**config.mk**
```make
export PLATFORM = sky130hd
export DESIGN_NAME = pnm_header_size_parser
export DESIGN_NICKNAME = d
export VERILOG_FILES = /design/src/hdl/pnm_hsp_pkg.sv /design/src/hdl/pnm_header_size_parser.sv
export SDC_FILE = /design/constraint.sdc
export NUM_CORES = 1
export LEC_CHECK = 0
export ABC_AREA = 1
export BUFFER_PORTS_ARGS = -buffer_cell sky130_fd_sc_hd__buf_2
export CORE_MARGIN = 3
export CORE_UTILIZATION = 40
export CTS_CLUSTER_DIAMETER = 40
export DETAILED_ROUTE_END_ITERATION = 10
export GPL_ROUTABILITY_DRIVEN = 0
export HOLD_SLACK_MARGIN = 0.06
export PLACE_DENSITY_LB_ADDON = 0.1
export SETUP_SLACK_MARGIN = 0.4
export SYNTH_ARGS = -nofsm -noshare
export SYNTH_HDL_FRONTEND = slang
export SYNTH_SLANG_ARGS = --single-unit
```
**constraint.sdc**
```tcl
create_clock -name clk -period 9.7 [get_ports clk]
set_clock_uncertainty 0.15 [all_clocks]
set_input_delay 0.97 -clock clk [delete_from_list [all_inputs] [get_ports clk]]
set_output_delay 0.97 -clock clk [all_outputs]
set_load 0.02 [all_outputs]
```
**src/hdl/pnm_hsp_pkg.sv**
```systemverilog
`timescale 1ns / 1ps

package pnm_hsp_pkg;

    // Header bytes with special meaning
    localparam logic [7:0] LF_BYTE    = 8'h0a;
    localparam logic [7:0] HASH_BYTE  = 8'h23;
    localparam logic [7:0] SPACE_BYTE = 8'h20;

    // Field widths
    localparam int unsigned ACC_W  = 25;
    localparam int unsigned DIM_W  = 24;
    localparam int unsigned LEN_W  = 16;
    localparam int unsigned DATA_W = 2 * DIM_W + LEN_W;
    localparam int unsigned USER_W = 2;

    // Line on which width and height are read
    localparam logic [1:0] DIM_LINE  = 2'd1;
    // Line feed count that ends the header
    localparam logic [1:0] END_LINE  = 2'd3;
    // Field index values
    localparam logic [1:0] FIELD_W   = 2'd0;
    localparam logic [1:0] FIELD_H   = 2'd1;
    localparam logic [1:0] FIELD_MAX = 2'd2;

    // Parameter defaults
    localparam int unsigned MAX_DIGITS_DEF = 8;
    localparam int unsigned COUNT_BITS_DEF = 16;

    // tuser bit positions on the result side
    localparam int unsigned USER_OVF_BIT  = 0;
    localparam int unsigned USER_DONE_BIT = 1;

    // Digit value of a header character; hex letters count 10..15, other bytes 0
    function automatic logic [3:0] char_value(input logic [7:0] b);
        logic [3:0] v;
        begin
            v = 4'd0;
            if (b >= 8'h30 && b <= 8'h39)
            begin
                v = 4'(b - 8'h30);
            end
            else if (b >= 8'h61 && b <= 8'h66)
            begin
                v = 4'(b - 8'h57);
            end
            else if (b >= 8'h41 && b <= 8'h46)
            begin
                v = 4'(b - 8'h37);
            end
            return v;
        end
    endfunction

endpackage

```
**src/hdl/pnm_header_size_parser.sv**
```systemverilog
`timescale 1ns / 1ps

// Channel | dir | handshake                    | payload
// s_axis  | in  | s_axis_tvalid/s_axis_tready  | tdata[7:0] data_byte, tlast last_byte
// m_axis  | out | m_axis_tvalid/m_axis_tready  | tdata width/height/header_length,
//         |     |                              | tuser digits_overflow/header_complete
//
// One byte is accepted per cycle unless a byte that ends a header is waiting.
// Each byte goes through the input register, where the parser state is updated; a
// header result is loaded at that same edge into the output register that drives m_axis.
// rst_n clears the parser state and both valid flags.
// A stalled result holds m_axis; bytes that end nothing keep flowing, and a byte that
// ends a header waits in the input register until the output register is free.

module pnm_header_size_parser #(
    parameter int unsigned MAX_DIGITS = pnm_hsp_pkg::MAX_DIGITS_DEF,
    parameter int unsigned COUNT_BITS = pnm_hsp_pkg::COUNT_BITS_DEF
) (
    input  logic                              clk,
    input  logic                              rst_n,
    input  logic                              s_axis_tvalid,
    output logic                              s_axis_tready,
    input  logic [7:0]                        s_axis_tdata,  // [7:0] data_byte
    input  logic                              s_axis_tlast,  // last_byte
    output logic                              m_axis_tvalid,
    input  logic                              m_axis_tready,
    // [23:0] width, [47:24] height, [63:48] header_length
    output logic [pnm_hsp_pkg::DATA_W-1:0]    m_axis_tdata,
    // [0] digits_overflow, [1] header_complete
    output logic [pnm_hsp_pkg::USER_W-1:0]    m_axis_tuser
);

    localparam int unsigned DIG_W = $clog2(MAX_DIGITS + 1);
    localparam int unsigned ACC_W = pnm_hsp_pkg::ACC_W;
    localparam int unsigned DIM_W = pnm_hsp_pkg::DIM_W;
    localparam int unsigned LEN_W = pnm_hsp_pkg::LEN_W;
    localparam int unsigned EXT_W = COUNT_BITS + LEN_W;

    // Input register
    logic             in_valid_reg;
    logic [7:0]       in_byte_reg;
    logic             in_last_reg;

    // Parser state
    logic [1:0]       line_cnt_reg,   line_cnt_next;
    logic [1:0]       field_idx_reg,  field_idx_next;
    logic [ACC_W-1:0] width_acc_reg,  width_acc_next;
    logic [ACC_W-1:0] height_acc_reg, height_acc_next;
    logic [DIG_W-1:0] width_dig_reg,  width_dig_next;
    logic [DIG_W-1:0] height_dig_reg, height_dig_next;
    logic [COUNT_BITS-1:0] byte_cnt_reg, byte_cnt_next;

    // Output register
    logic             out_valid_reg;
    logic [DIM_W-1:0] out_width_reg;
    logic [DIM_W-1:0] out_height_reg;
    logic [LEN_W-1:0] out_len_reg;
    logic             out_ovf_reg;
    logic             out_done_reg;

    logic             complete;
    logic             emit;
    logic             advance;
    logic             ovf;
    logic [3:0]       digit;
    logic [EXT_W-1:0] cnt_ext;
    logic [LEN_W-1:0] len_sat;

    // Handshake: a byte that ends a header needs a free output register
    assign advance       = in_valid_reg && (!emit || !out_valid_reg || m_axis_tready);
    assign s_axis_tready = !in_valid_reg || advance;

    // Per-byte parser update
    always_comb
    begin
        line_cnt_next   = line_cnt_reg;
        field_idx_next  = field_idx_reg;
        width_acc_next  = width_acc_reg;
        height_acc_next = height_acc_reg;
        width_dig_next  = width_dig_reg;
        height_dig_next = height_dig_reg;
        digit           = pnm_hsp_pkg::char_value(in_byte_reg);

        if (byte_cnt_reg != {COUNT_BITS{1'b1}})
        begin
            byte_cnt_next = byte_cnt_reg + 1'b1;
        end
        else
        begin
            byte_cnt_next = byte_cnt_reg;
        end

        priority if (in_byte_reg == pnm_hsp_pkg::LF_BYTE)
        begin
            line_cnt_next  = line_cnt_reg + 2'd1;
            field_idx_next = pnm_hsp_pkg::FIELD_W;
        end
        else if (in_byte_reg == pnm_hsp_pkg::HASH_BYTE)
        begin
            line_cnt_next = 2'd0;
        end
        else if (in_byte_reg == pnm_hsp_pkg::SPACE_BYTE)
        begin
            if (field_idx_reg < pnm_hsp_pkg::FIELD_MAX)
            begin
                field_idx_next = field_idx_reg + 2'd1;
            end
        end
        else
        begin
            // Dimension characters count only on the size line
            if (line_cnt_reg == pnm_hsp_pkg::DIM_LINE)
            begin
                if (field_idx_reg == pnm_hsp_pkg::FIELD_W)
                begin
                    if (width_dig_reg < DIG_W'(MAX_DIGITS - 1))
                    begin
                        width_acc_next = (width_acc_reg << 3) + (width_acc_reg << 1)
                                       + ACC_W'(digit);
                    end
                    if (width_dig_reg < DIG_W'(MAX_DIGITS))
                    begin
                        width_dig_next = width_dig_reg + 1'b1;
                    end
                end
                else if (field_idx_reg == pnm_hsp_pkg::FIELD_H)
                begin
                    if (height_dig_reg < DIG_W'(MAX_DIGITS - 1))
                    begin
                        height_acc_next = (height_acc_reg << 3) + (height_acc_reg << 1)
                                        + ACC_W'(digit);
                    end
                    if (height_dig_reg < DIG_W'(MAX_DIGITS))
                    begin
                        height_dig_next = height_dig_reg + 1'b1;
                    end
                end
            end
        end
    end

    // Result terms
    assign complete = (line_cnt_next == pnm_hsp_pkg::END_LINE);
    assign emit     = complete || in_last_reg;
    assign ovf      = (width_dig_next >= DIG_W'(MAX_DIGITS))
                   || (height_dig_next >= DIG_W'(MAX_DIGITS));
    assign cnt_ext  = {{LEN_W{1'b0}}, byte_cnt_next};
    assign len_sat  = (cnt_ext > EXT_W'({LEN_W{1'b1}})) ? {LEN_W{1'b1}}
                                                         : cnt_ext[LEN_W-1:0];

    // Input register
    always_ff @(posedge clk or negedge rst_n)
    begin
        if (!rst_n)
        begin
            in_valid_reg <= 1'b0;
        end
        else if (s_axis_tready)
        begin
            in_valid_reg <= s_axis_tvalid;
        end
    end

    always_ff @(posedge clk)
    begin
        if (s_axis_tready && s_axis_tvalid)
        begin
            in_byte_reg <= s_axis_tdata;
            in_last_reg <= s_axis_tlast;
        end
    end

    // Parser state; a result restarts the parser
    always_ff @(posedge clk or negedge rst_n)
    begin
        if (!rst_n)
        begin
            line_cnt_reg   <= '0;
            field_idx_reg  <= '0;
            width_acc_reg  <= '0;
            height_acc_reg <= '0;
            width_dig_reg  <= '0;
            height_dig_reg <= '0;
            byte_cnt_reg   <= '0;
        end
        else if (advance)
        begin
            if (emit)
            begin
                line_cnt_reg   <= '0;
                field_idx_reg  <= '0;
                width_acc_reg  <= '0;
                height_acc_reg <= '0;
                width_dig_reg  <= '0;
                height_dig_reg <= '0;
                byte_cnt_reg   <= '0;
            end
            else
            begin
                line_cnt_reg   <= line_cnt_next;
                field_idx_reg  <= field_idx_next;
                width_acc_reg  <= width_acc_next;
                height_acc_reg <= height_acc_next;
                width_dig_reg  <= width_dig_next;
                height_dig_reg <= height_dig_next;
                byte_cnt_reg   <= byte_cnt_next;
            end
        end
    end

    // Output register
    always_ff @(posedge clk or negedge rst_n)
    begin
        if (!rst_n)
        begin
            out_valid_reg <= 1'b0;
        end
        else if (advance && emit)
        begin
            out_valid_reg <= 1'b1;
        end
        else if (m_axis_tready)
        begin
            out_valid_reg <= 1'b0;
        end
    end

    always_ff @(posedge clk)
    begin
        if (advance && emit)
        begin
            out_width_reg  <= ovf ? '0 : width_acc_next[DIM_W-1:0];
            out_height_reg <= ovf ? '0 : height_acc_next[DIM_W-1:0];
            out_len_reg    <= len_sat;
            out_ovf_reg    <= ovf;
            out_done_reg   <= complete;
        end
    end

    assign m_axis_tvalid = out_valid_reg;
    assign m_axis_tdata  = {out_len_reg, out_height_reg, out_width_reg};
    assign m_axis_tuser  = {out_done_reg, out_ovf_reg};

endmodule

```
==> results.md, run 1 <==
* Status: finished, final reports clean
* CTS-repair resized insts at 0
* Cell count after synthesis at 1,297
* Htree depth at 4
* Vias at 8,678
* Initial cell density of the core at 41.4%
* Nets at 1,481
* Die ar. at 0.0276 mm²
* Area Growth Syn to Fin at 11.3%
* Logic gate share of total power at 9.2%
* Hold Crit Class: input port to asynchronous set/reset pin
* Met3 WL at 820 µm
* Setup crit end kind: register
* Clk pwr share at 42.5%
* Leakage at 5.75 nW
* Vias in the first global route at 8,562
* Detail Route Antenna Nets at 0
* Tightest Pin Transition at 1.07 ns
* Synth area leaders: edfxtp_1 22%, dfrtp_1 19%, nand2_1 14%
* Remaining DRCs at 0
* Synth cell types at 39
* Largest area contributor in the netlist: edfxtp_1
* Worst EP required at 9.71 ns
* Warnings, synthesis at 0
* Final Hold Fails at 0
* Period utilization at 44.2%
* TritonCTS Sinks at 153
* Grt ovf at 0
* Met2 WL at 11,700 µm
* Post-synth top cells: 372 x nand2_1, 154 x inv_1, 106 x nor2_1
* Design Area, Final at 0.0114 mm²
* Synthesized Nets at 1,408
* CTS buffer count at 17
* HPWL after detailed placement at 18,900 µm
* Worst R2R Path Depth at 22
* Antenna violations before repair at 0
* First-pass GRT wire length at 44,300 µm
* F_max at 233 MHz
* CTS Hold Bufs at 0
* Final TNS setup at 0 ns
* Routed vias/inst at 5.08
* Finished Layout Cells at 1,707
* #FFs+latches synth at 153
* Post-DP Area at 0.0109 mm²
* Post-synth EDFFs at 75
* CTS Root Cell: clkbuf_16
* Chip Height at 166 µm
* N_diodes at 0
* CTS clk-pin slew, worst paths at 0.07 ns
* Chip width at 166 µm
* Dpl ws at 5.50 ns
* Largest net degree at the start of global routing at 56
* Slew Viols, Final at 0
* Register area share after synthesis at 41.0%
* Switching Fraction at 28.0%
* DP Cell Count at 1,675
* Ys async rst share at 51.0%
* Slew margin rel. at 28.6%
* RSZ-0062 raised after global routing: no
* Psw at 0.419 mW
* Port Buffers at 80
* Core Util, Final at 46.1%
* # IOs at 81
* Routed len/inst at 15.5 µm
* All-Layer GR Usage at 19.6%
* Core ar. at 0.0247 mm²
* Maximum capacitance violations at 0
* Initial drt markers at 634
* Synth top area share at 22.0%
* Min cycle time layout at 4.28 ns
* Mapped Area at 0.0103 mm²
* CP Launch Type: register
* P_int at 1.08 mW
* CTS max path bufs at 2
* Post-synth top flop: dfrtp_1
* Setup CP Type: register to register
* Worst skew pair latency at 0.44 ns
* Top-count cell post-synth: nand2_1
* CP arrival at 4.30 ns
* Layout cells sized above 1 at 11.1%
* Part of the power in registers at 48.3%
* Max layer used: met4
* Final worst setup slack at 5.42 ns
* Post-CTS Setup Inserts at 0
* Mapped Avg Cell Area at 7.90 µm²
* Total Routed Length at 26,500 µm
* CTS tree: yes
* Row count at 57
* Crit Path Max Fanout at 5
* Pwr per Cell Area at 131 mW/mm²
* First drt pass iteration count at 5
* Endpoints failing setup at 0
* Worst VDD drop at 0.0938 mV
* WL met1 at 13,600 µm
==> critical path: stages, from the launching register on <==
cell      delay [ns]
edfxtp_1        0.44
inv_1           0.15
ha_1            0.21
o21ai_0         0.10
a21oi_1         0.30
inv_1           0.12
nand2_1         0.10
nand2_1         0.05
a31oi_1         0.28
ha_1            0.18
ha_1            0.22
inv_1           0.07
fa_1            0.37
inv_1           0.10
nand3_1         0.08
nand2_1         0.14
inv_1           0.07
o21ai_0         0.38
nand3b_1        0.17
nand2_1         0.10
nand2_1         0.06
nand3_1         0.09
a21oi_1         0.07
==> layout by cell type (no fill, tap or decap), types with 11 or more instances in the layout <==
cell / synthesis / layout
nand2_1: 372 / 372
inv_1: 154 / 153
nor2_1: 106 / 106
ha_1: 94 / 94
nand3_1: 87 / 86
buf_2: 16 / 79
dfrtp_1: 78 / 78
edfxtp_1: 75 / 75
o21ai_0: 73 / 73
a21oi_1: 59 / 59
o21ai_1: 24 / 24
nand4_1: 22 / 22
nor3_1: 17 / 17
clkbuf_16: 0 / 17
o22ai_1: 14 / 14
xor2_1: 12 / 12
or2_2: 11 / 11
==> per-layer routing <==
layer  up-vias  GRT usage, %
li1       4439             -
met1      4039          28.1
met2       174          31.3
met3        26          2.71
met4         0          5.03
met5         -             0
==> power groups by stage <==
stage	sequential, mW	combinational (mW)	clock [mW]
finish	0.724	0.138	0.637
global route	0.727	0.155	0.679
CTS	0.725	0.142	0.649
detailed placement	0.737	0.141	0
global placement	0.737	0.141	0
floorplan	0.755	0.0787	0
==> final timing paths <==
path | endpoint | slack, ns | startpoint
hold reg to reg | height_acc_reg[23]$_DFFE_PN0P_ | 0.33 | height_acc_reg[23]$_DFFE_PN0P_
max in group asynchronous | byte_cnt_reg[1]$_DFFE_PN0P_ | 8.02 | rst_n
hold / removal | height_acc_reg[22]$_DFFE_PN0P_ | 0.28 | rst_n
min in group clk | height_acc_reg[23]$_DFFE_PN0P_ | 0.33 | height_acc_reg[23]$_DFFE_PN0P_
setup / recovery | out_width_reg[18]$_SDFFCE_PP0P_ | 5.42 | in_byte_reg[0]$_DFFE_PP_
setup reg to reg | out_width_reg[18]$_SDFFCE_PP0P_ | 5.42 | in_byte_reg[0]$_DFFE_PP_
==> final cells by class <==
class | instances | area [µm²]
fill | 2480 | 13300
multi-input combinational | 952 | 5210
sequential | 153 | 4200
inverter | 162 | 613
timing repair buffer | 84 | 433
clock buffer | 18 | 429
tap | 324 | 405
clock inverter | 14 | 113
==> metrics by stage <==
stage	hold slack (ns)	power, mW
after global routing	0.307	1.56
after CTS	0.294	1.52
after detailed placement	0.313	0.878
after floorplan	0.292	0.833
final	0.283	1.50
after global placement	0.307	0.878
==> kinds of logic after synthesis <==
group,count (synthesis),synth area share [%]
compound gates,180,9.20
xor+xnor,22,1.88
fa+ha+maj,98,12.3
buf+inv,192,8.19
flops,153,41.0
mux,1,0.0976
simple gates,651,27.4
(Power assumes the default switching activity.)
==> inputs of run 2 (changes only) <==
--- a/config.mk
+++ b/config.mk
@@ -5,7 +5,7 @@
 export SDC_FILE = /design/constraint.sdc
 export NUM_CORES = 1
 export LEC_CHECK = 0
-export ABC_AREA = 1
+export ABC_AREA = 0
 export BUFFER_PORTS_ARGS = -buffer_cell sky130_fd_sc_hd__buf_2
 export CORE_MARGIN = 3
 export CORE_UTILIZATION = 40
==> constraint.sdc (replaced) <==
create_clock -name clk -period 4.1 [get_ports clk]
set_clock_uncertainty 0.15 [all_clocks]
set_input_delay 0.41 -clock clk [delete_from_list [all_inputs] [get_ports clk]]
set_output_delay 0.41 -clock clk [all_outputs]
set_load 0.02 [all_outputs]
==> results.md, run 2 <==
* Vias in the first global route at 7,501 (was 8,562)
* Top-count cell post-synth: nand2_1 (unchanged)
* Tightest Pin Transition at 0.865 ns (was 1.07 ns)
* Reg-to-Reg Start: in_byte_reg[0]$_DFFE_PP_ (unchanged)
* FILL cells at 2,121 (was 2,480)
* Worst VDD drop at 0.194 mV (was 0.0938 mV)
* Status: finished, final reports clean (unchanged)
* Mapped Avg Cell Area at 9.92 µm² (was 7.90 µm²)
* Setup crit end kind: register (unchanged)
* Most used cells in the layout excluding fill and tap cells: 141 x nand2_1, 84 x ha_1, 79 x buf_2 (was 372 x nand2_1, 153 x inv_1, 106 x nor2_1)
* Post-synthesis simple-gate area fraction at 16.4% (was 27.4%)
* Synth cell types at 69 (was 39)
* #FFs+latches synth at 153 (unchanged)
* Synthesized Nets at 1,066 (was 1,408)
* Hold-critical path depth at 3
* Nets at 1,199 (was 1,481)
* Grt ovf at 0 (unchanged)
* Hold Crit Class: input port to register (was input port to asynchronous set/reset pin)
* Core Util, Final at 52.0% (was 46.1%)
* Post-synth top cells: 145 x nand2_1, 94 x ha_1, 78 x a21oi_1, 78 x dfrtp_1, 75 x edfxtp_1 (was 372 x nand2_1, 154 x inv_1, 106 x nor2_1)
* CTS buffer count at 17 (unchanged)
* Total Routed Length at 23,800 µm (was 26,500 µm)
* Slew margin rel. at 42.3% (was 28.6%)
* Die ar. at 0.0256 mm² (was 0.0276 mm²)
* Maximum capacitance violations at 0 (unchanged)
* Row count at 55 (was 57)
* Warnings, synthesis at 0 (unchanged)
* Layout cells sized above 1 at 26.2% (was 11.1%)
* All-Layer GR Usage at 18.5% (was 19.6%)
* Leakage at 5.36 nW (was 5.75 nW)
* Compound-Gate Fraction of Synth Area at 18.6% (was 9.20%)
* Htree depth at 4 (unchanged)
* Post-synth EDFFs at 75 (unchanged)
* Worst EP required at 4.25 ns (was 9.71 ns)
* Chip width at 160 µm (was 166 µm)
* CP arrival at 4.19 ns (was 4.30 ns)
* Min cycle time layout at 4.04 ns (was 4.28 ns)
* Synth Area in Adders at 13.3% (was 12.3%)
* Worst R2R Path Depth at 19 (was 22)
* Period utilization at 98.6% (was 44.2%)
* Final Hold Fails at 0 (unchanged)
* Commonest non-fill, non-tap cell in the layout: nand2_1 (unchanged)
* Synth top area share at 23.8% (was 22.0%)
* Multiplexer area fraction after synthesis at 0.344% (was 0.0976%)
* Mapped Area at 0.00947 mm² (was 0.0103 mm²)
* First-pass GRT wire length at 38,800 µm (was 44,300 µm)
* RSZ-0062 raised after global routing: yes (was no)
* Worst skew pair latency at 0.44 ns (about the same)
* Slew Viols, Final at 0 (unchanged)
* Remaining DRCs at 0 (unchanged)
* Synth area leaders: edfxtp_1 24%, dfrtp_1 21%, ha_1 12% (was edfxtp_1 22%, dfrtp_1 19%, nand2_1 14%)
* R2R Setup Slk at 0.06 ns (was 5.42 ns)
* Core ar. at 0.0230 mm² (was 0.0247 mm²)
* Post-Synth XOR/XNOR Area at 3.88% (was 1.88%)
* Register area share after synthesis at 44.4% (was 41.0%)
* N_diodes at 0 (unchanged)
* HPWL after detailed placement at 16,000 µm (was 18,900 µm)
* Critical register-to-register path endpoint: out_height_reg[22]$_SDFFCE_PP0P_ (was out_width_reg[18]$_SDFFCE_PP0P_)
* Largest net degree at the start of global routing at 58 (was 56)
* TritonCTS Sinks at 153 (unchanged)
* Final worst setup slack at 0.0594 ns (was 5.42 ns)
* Initial drt markers at 356 (was 634)
* Dpl ws at -0.0393 ns (was 5.50 ns)
* CTS tree: yes (unchanged)
* Port Buffers at 80 (unchanged)
* Finished Layout Cells at 1,414 (was 1,707)
* Pwr per Cell Area at 298 mW/mm² (was 131 mW/mm²)
* CTS max path bufs at 2 (unchanged)
* Post-synth top flop: dfrtp_1 (unchanged)
* Vias at 7,659 (was 8,678)
* Antenna violations before repair at 0 (unchanged)
* CTS Root Cell: clkbuf_16 (unchanged)
* First drt pass iteration count at 6 (was 5)
* Cell count after synthesis at 955 (was 1,297)
* Chip Height at 160 µm (was 166 µm)
* CP Launch Type: register (unchanged)
* Routed len/inst at 16.9 µm (was 15.5 µm)
* # IOs at 81 (unchanged)
* Min-delay src: m_axis_tready
* Ys async rst share at 51.0% (unchanged)
* Initial cell density of the core at 41.2% (was 41.4%)
* Setup CP Type: register to register (unchanged)
* Worst hold endpoint: m_axis_tvalid$_DFFE_PN0P_
* Largest family of logic cells by synthesized area: compound AO/OA/AOI/OAI gates (was simple AND/OR/NAND/NOR gates)
* Routed vias/inst at 5.42 (was 5.08)
* CTS clk-pin slew, worst paths at 0.08 ns (was 0.07 ns)
* F_max at 247 MHz (was 233 MHz)
* DP Cell Count at 1,347 (was 1,675)
* Endpoints failing setup at 0 (unchanged)
* Detail Route Antenna Nets at 0 (unchanged)
* Area Growth Syn to Fin at 26.2% (was 11.3%)
* Largest area contributor in the netlist: edfxtp_1 (unchanged)
* Crit Path Max Fanout at 4 (was 5)
==> run 2: where the power goes <==
| part | internal, mW | switching, mW | total [mW] |
|---|---|---|---|
| Sequential | 1.66 | 0.0238 | 1.68 |
| Combinational | 0.0858 | 0.181 | 0.266 |
| Clock | 0.824 | 0.787 | 1.61 |
| Total | 2.57 | 0.991 | 3.56 |
==> run 2: worst max-delay path, stage by stage, from the launching register on <==
cell and delay, ns:
edfxtp_1 0.43, buf_6 0.15, ha_4 0.17, nor2_4 0.09, o21ai_2 0.06, and4_4 0.17, o21ai_2 0.13, o21ai_2 0.11
ha_4 0.29, ha_4 0.13, inv_2 0.04, fa_2 0.37, nor2b_2 0.15, o31a_1 0.22, o311a_4 0.21, a21boi_4 0.06
a211oi_2 0.29, o2111ai_2 0.21, a2111o_1 0.42, nand3_2 0.06
==> run 2: worst max path at each step <==
| stage | to | start | depth (start not counted) |
|---|---|---|---|
| 2_1_floorplan | out_height_reg[22]$_SDFFCE_PP0P_ | in_byte_reg[0]$_DFFE_PP_ | 19 |
| 3_3_place_gp | out_height_reg[23]$_SDFFCE_PP0P_ | in_byte_reg[3]$_DFFE_PP_ | 15 |
| 3_5_place_dp | out_height_reg[23]$_SDFFCE_PP0P_ | in_byte_reg[1]$_DFFE_PP_ | 17 |
| 4_1_cts | width_acc_reg[22]$_DFFE_PN0P_ | in_byte_reg[0]$_DFFE_PP_ | 21 |
| 5_1_grt | out_height_reg[22]$_SDFFCE_PP0P_ | in_byte_reg[1]$_DFFE_PP_ | 19 |
| 6_report | out_height_reg[22]$_SDFFCE_PP0P_ | in_byte_reg[0]$_DFFE_PP_ | 19 |
==> run 2: cells by family (layout without fill, tap and decap cells) <==
| family | after synthesis | count (layout) |
|---|---|---|
| buffers and inverters | 67 | 213 |
| adders and majority gates | 98 | 98 |
| muxes | 3 | 3 |
| xor gates and xnor gates | 42 | 42 |
| AOI/OAI and AO/OA | 269 | 269 |
| DFF | 153 | 153 |
| and+or+nand+nor | 323 | 323 |
==> run 2: layout make-up <==
cell class | instances | area (µm²) | area share (%)
flip-flops and latches | 153 | 4200 | 35.2
clock inverters | 15 | 169 | 1.41
clock buffers | 17 | 425 | 3.56
well taps | 313 | 392 | 3.28
multi-input cells | 735 | 5650 | 47.3
repair buffers | 150 | 995 | 8.33
inverters | 31 | 116 | 0.974
==> run 2: layer usage <==
layer / wire length, µm / vias to the layer above / share of wire (%) / track usage [%]
met4: 301 / 0 / 1.3 / 5.09
met5: 0 / - / 0 / 0
li1: - / 3782 / - / -
met1: 11600 / 3720 / 49 / 26.2
met3: 726 / 26 / 3.0 / 2.59
met2: 11200 / 131 / 47 / 29.8
==> run 2: through the flow <==
| step | instance area, µm² | hold slack (ns) | TNS (ns) | power [mW] |
|---|---|---|---|---|
| after floorplan | 9580 | -0.0356 | 0 | 1.85 |
| after global placement | 10500 | 0.316 | 0 | 1.96 |
| after detailed placement | 10500 | 0.321 | -0.0396 | 1.96 |
| after CTS | 11500 | 0.174 | 0 | 3.58 |
| after global routing | 11900 | 0.217 | -0.464 | 3.69 |
| final | 11900 | 0.181 | 0 | 3.56 |
==> run 2: timing repair <==
item                                   4_1_cts  5_1_grt
gates resized for setup                     52       64
hold buffers                                11        0
setup endpoints to repair                   50       80
endpoints found under the hold margin       66        0
cloned                                       0        0
pin swaps                                   59       49
setup buffers                               16        8
==> inputs of run 3 (changes only) <==
==> constraint.sdc (replaced) <==
create_clock -name clk -period 3.4 [get_ports clk]
set_clock_uncertainty 0.15 [all_clocks]
set_input_delay 0.34 -clock clk [delete_from_list [all_inputs] [get_ports clk]]
set_output_delay 0.34 -clock clk [all_outputs]
set_load 0.02 [all_outputs]
==> results.md, run 3 (synthesized netlist as in run 2, its figures left out) <==
* CP arrival at 4.05 ns (was 4.19 ns)
* All-Layer GR Usage at 18.8% (was 18.5%)
* Die ar. at 0.0256 mm² (unchanged)
* CTS tree: yes (unchanged)
* Worst skew pair latency at 0.42 ns (was 0.44 ns)
* Nets at 1,234 (was 1,199)
* Crit Path Max Fanout at 3 (was 4)
* Final Hold Fails at 0 (unchanged)
* Min cycle time layout at 4.03 ns (was 4.04 ns)
* First-pass GRT wire length at 39,300 µm (was 38,800 µm)
* TritonCTS Sinks at 153 (unchanged)
* Maximum capacitance violations at 0 (unchanged)
* Routed len/inst at 16.7 µm (was 16.9 µm)
* Setup CP Type: register to register (unchanged)
* Port Buffers at 80 (unchanged)
* Area Growth Syn to Fin at 29.4% (was 26.2%)
* F_max at 248 MHz (was 247 MHz)
* Commonest non-fill, non-tap cell in the layout: nand2_1 (unchanged)
* Most used cells in the layout excluding fill and tap cells: 143 x nand2_1, 88 x ha_1, 81 x buf_4 (was 141 x nand2_1, 84 x ha_1, 79 x buf_2)
* Tightest Pin Transition at 0.782 ns (was 0.865 ns)
* Hold Slack at 0.161 ns (was 0.181 ns)
* Final worst setup slack at -0.633 ns (was 0.0594 ns)
* CTS buffer count at 17 (unchanged)
* Leakage at 5.48 nW (was 5.36 nW)
* Slew Viols, Final at 0 (unchanged)
* Remaining DRCs at 0 (unchanged)
* Routed vias/inst at 5.30 (was 5.42)
* Endpoints failing setup at 62 (was 0)
* Detail Route Antenna Nets at 0 (unchanged)
* Chip width at 160 µm (unchanged)
* CTS Root Cell: clkbuf_16 (unchanged)
* CP Launch Type: register (unchanged)
* Hold Crit Class: input port to register (unchanged)
* Pwr Total at 4.34 mW (was 3.56 mW)
* Worst VDD drop at 0.239 mV (was 0.194 mV)
* Vias at 7,685 (was 7,659)
* HPWL after detailed placement at 16,500 µm (was 16,000 µm)
* Failing checks: negative setup slack
* Antenna violations before repair at 0 (unchanged)
* CTS clk-pin slew, worst paths at 0.07 ns (was 0.08 ns)
* # IOs at 81 (unchanged)
* RSZ-0062 raised after global routing: yes (unchanged)
* Initial drt markers at 286 (was 356)
* Vias in the first global route at 7,514 (was 7,501)
* CTS max path bufs at 2 (unchanged)
* Dpl ws at -0.745 ns (was -0.0393 ns)
* Grt ovf at 0 (unchanged)
* Largest net degree at the start of global routing at 48 (was 58)
* Pwr per Cell Area at 354 mW/mm² (was 298 mW/mm²)
* Initial cell density of the core at 41.2% (unchanged)
* First drt pass iteration count at 4 (was 6)
* Total Routed Length at 24,200 µm (was 23,800 µm)
* Htree depth at 4 (unchanged)
* Row count at 55 (unchanged)
* Slew margin rel. at 47.3% (was 42.3%)
* Setup crit end kind: register (unchanged)
* N_diodes at 0 (unchanged)
* Chip Height at 160 µm (unchanged)
* Worst EP required at 3.42 ns (was 4.25 ns)
* Core ar. at 0.0230 mm² (unchanged)
* Status: complete, but fails checks (was finished, final reports clean)
* Layout cells sized above 1 at 28.1% (was 26.2%)
* Period utilization at 119% (was 98.6%)
run 3: through the flow:
stage	utilization, %	setup TNS, ns	std cells	area, µm²
floorplan	-	-8.22	955	9620
global placement	47.0	-20.74	1378	10800
detailed placement	47.0	-22.85	1378	10800
CTS	51.9	-18.52	1440	11900
global route	53.3	-32.40	1449	12300
finish	53.3	-19.50	1449	12300
run 3: worst max-delay path, stage by stage (launching register included):
cell and delay, ns:
edfxtp_1 0.43, nor4b_4 0.36, o21ai_4 0.12, a211oi_2 0.21
o21ai_1 0.08, o21ai_1 0.12, ha_1 0.27, ha_2 0.20
inv_2 0.06, fa_2 0.23, nor2b_4 0.05, o31a_1 0.27
o311a_4 0.36, a21boi_4 0.21, a211oi_4 0.09, buf_4 0.16
o21ai_4 0.16, mux2i_1 0.20, a21oi_1 0.07
run 3: metal layers:
layer / part of all wire, % / vias up / global-route usage (%)
li1: - / 3852 / -
met1: 48 / 3666 / 26.3
met2: 47 / 142 / 30.9
met3: 3.3 / 25 / 2.39
met4: 1.5 / 0 / 5.13
met5: 0 / - / 0
run 3: cell type report:
cell class	instances	area, µm²
clock buffers	17	425
clock inverters	15	166
fillers	2079	10700
inverters	31	119
multi-input cells	735	5600
flip-flops and latches	153	4200
well taps	313	392
repair buffers	185	1350
run 3: path summary, 6_finish.rpt:
kind | to | from | cells past startpoint | slack, ns
worst max register to register | out_height_reg[20]$_SDFFCE_PP0P_ | in_byte_reg[3]$_DFFE_PP_ | 18 | -0.63
worst min register to register | width_acc_reg[23]$_DFFE_PN0P_ | width_acc_reg[23]$_DFFE_PN0P_ | 2 | 0.34
min in group asynchronous | height_acc_reg[18]$_DFFE_PN0P_ | rst_n | 2 | 0.34
worst min-delay path | m_axis_tvalid$_DFFE_PN0P_ | m_axis_tready | 3 | 0.16
worst max-delay path | out_height_reg[20]$_SDFFCE_PP0P_ | in_byte_reg[3]$_DFFE_PP_ | 18 | -0.63
max in group asynchronous | height_acc_reg[7]$_DFFE_PN0P_ | rst_n | 3 | 2.02
run 3: what timing repair did:
item / 4_1_cts / 5_1_grt
hold buffers: 11 / 0
setup endpoints to repair: 91 / 124
resized for setup: 56 / 41
gates cloned: 0 / 2
pin swaps: 22 / 33
endpoints found under the hold margin: 55 / 0
buffers inserted: 19 / 7
run 3: power by group:
part,internal (mW),leakage [nW],switching [mW]
sequential,2.00,1.81,0.0286
combinational,0.126,3.39,0.222
clock,1.10,0.282,0.860
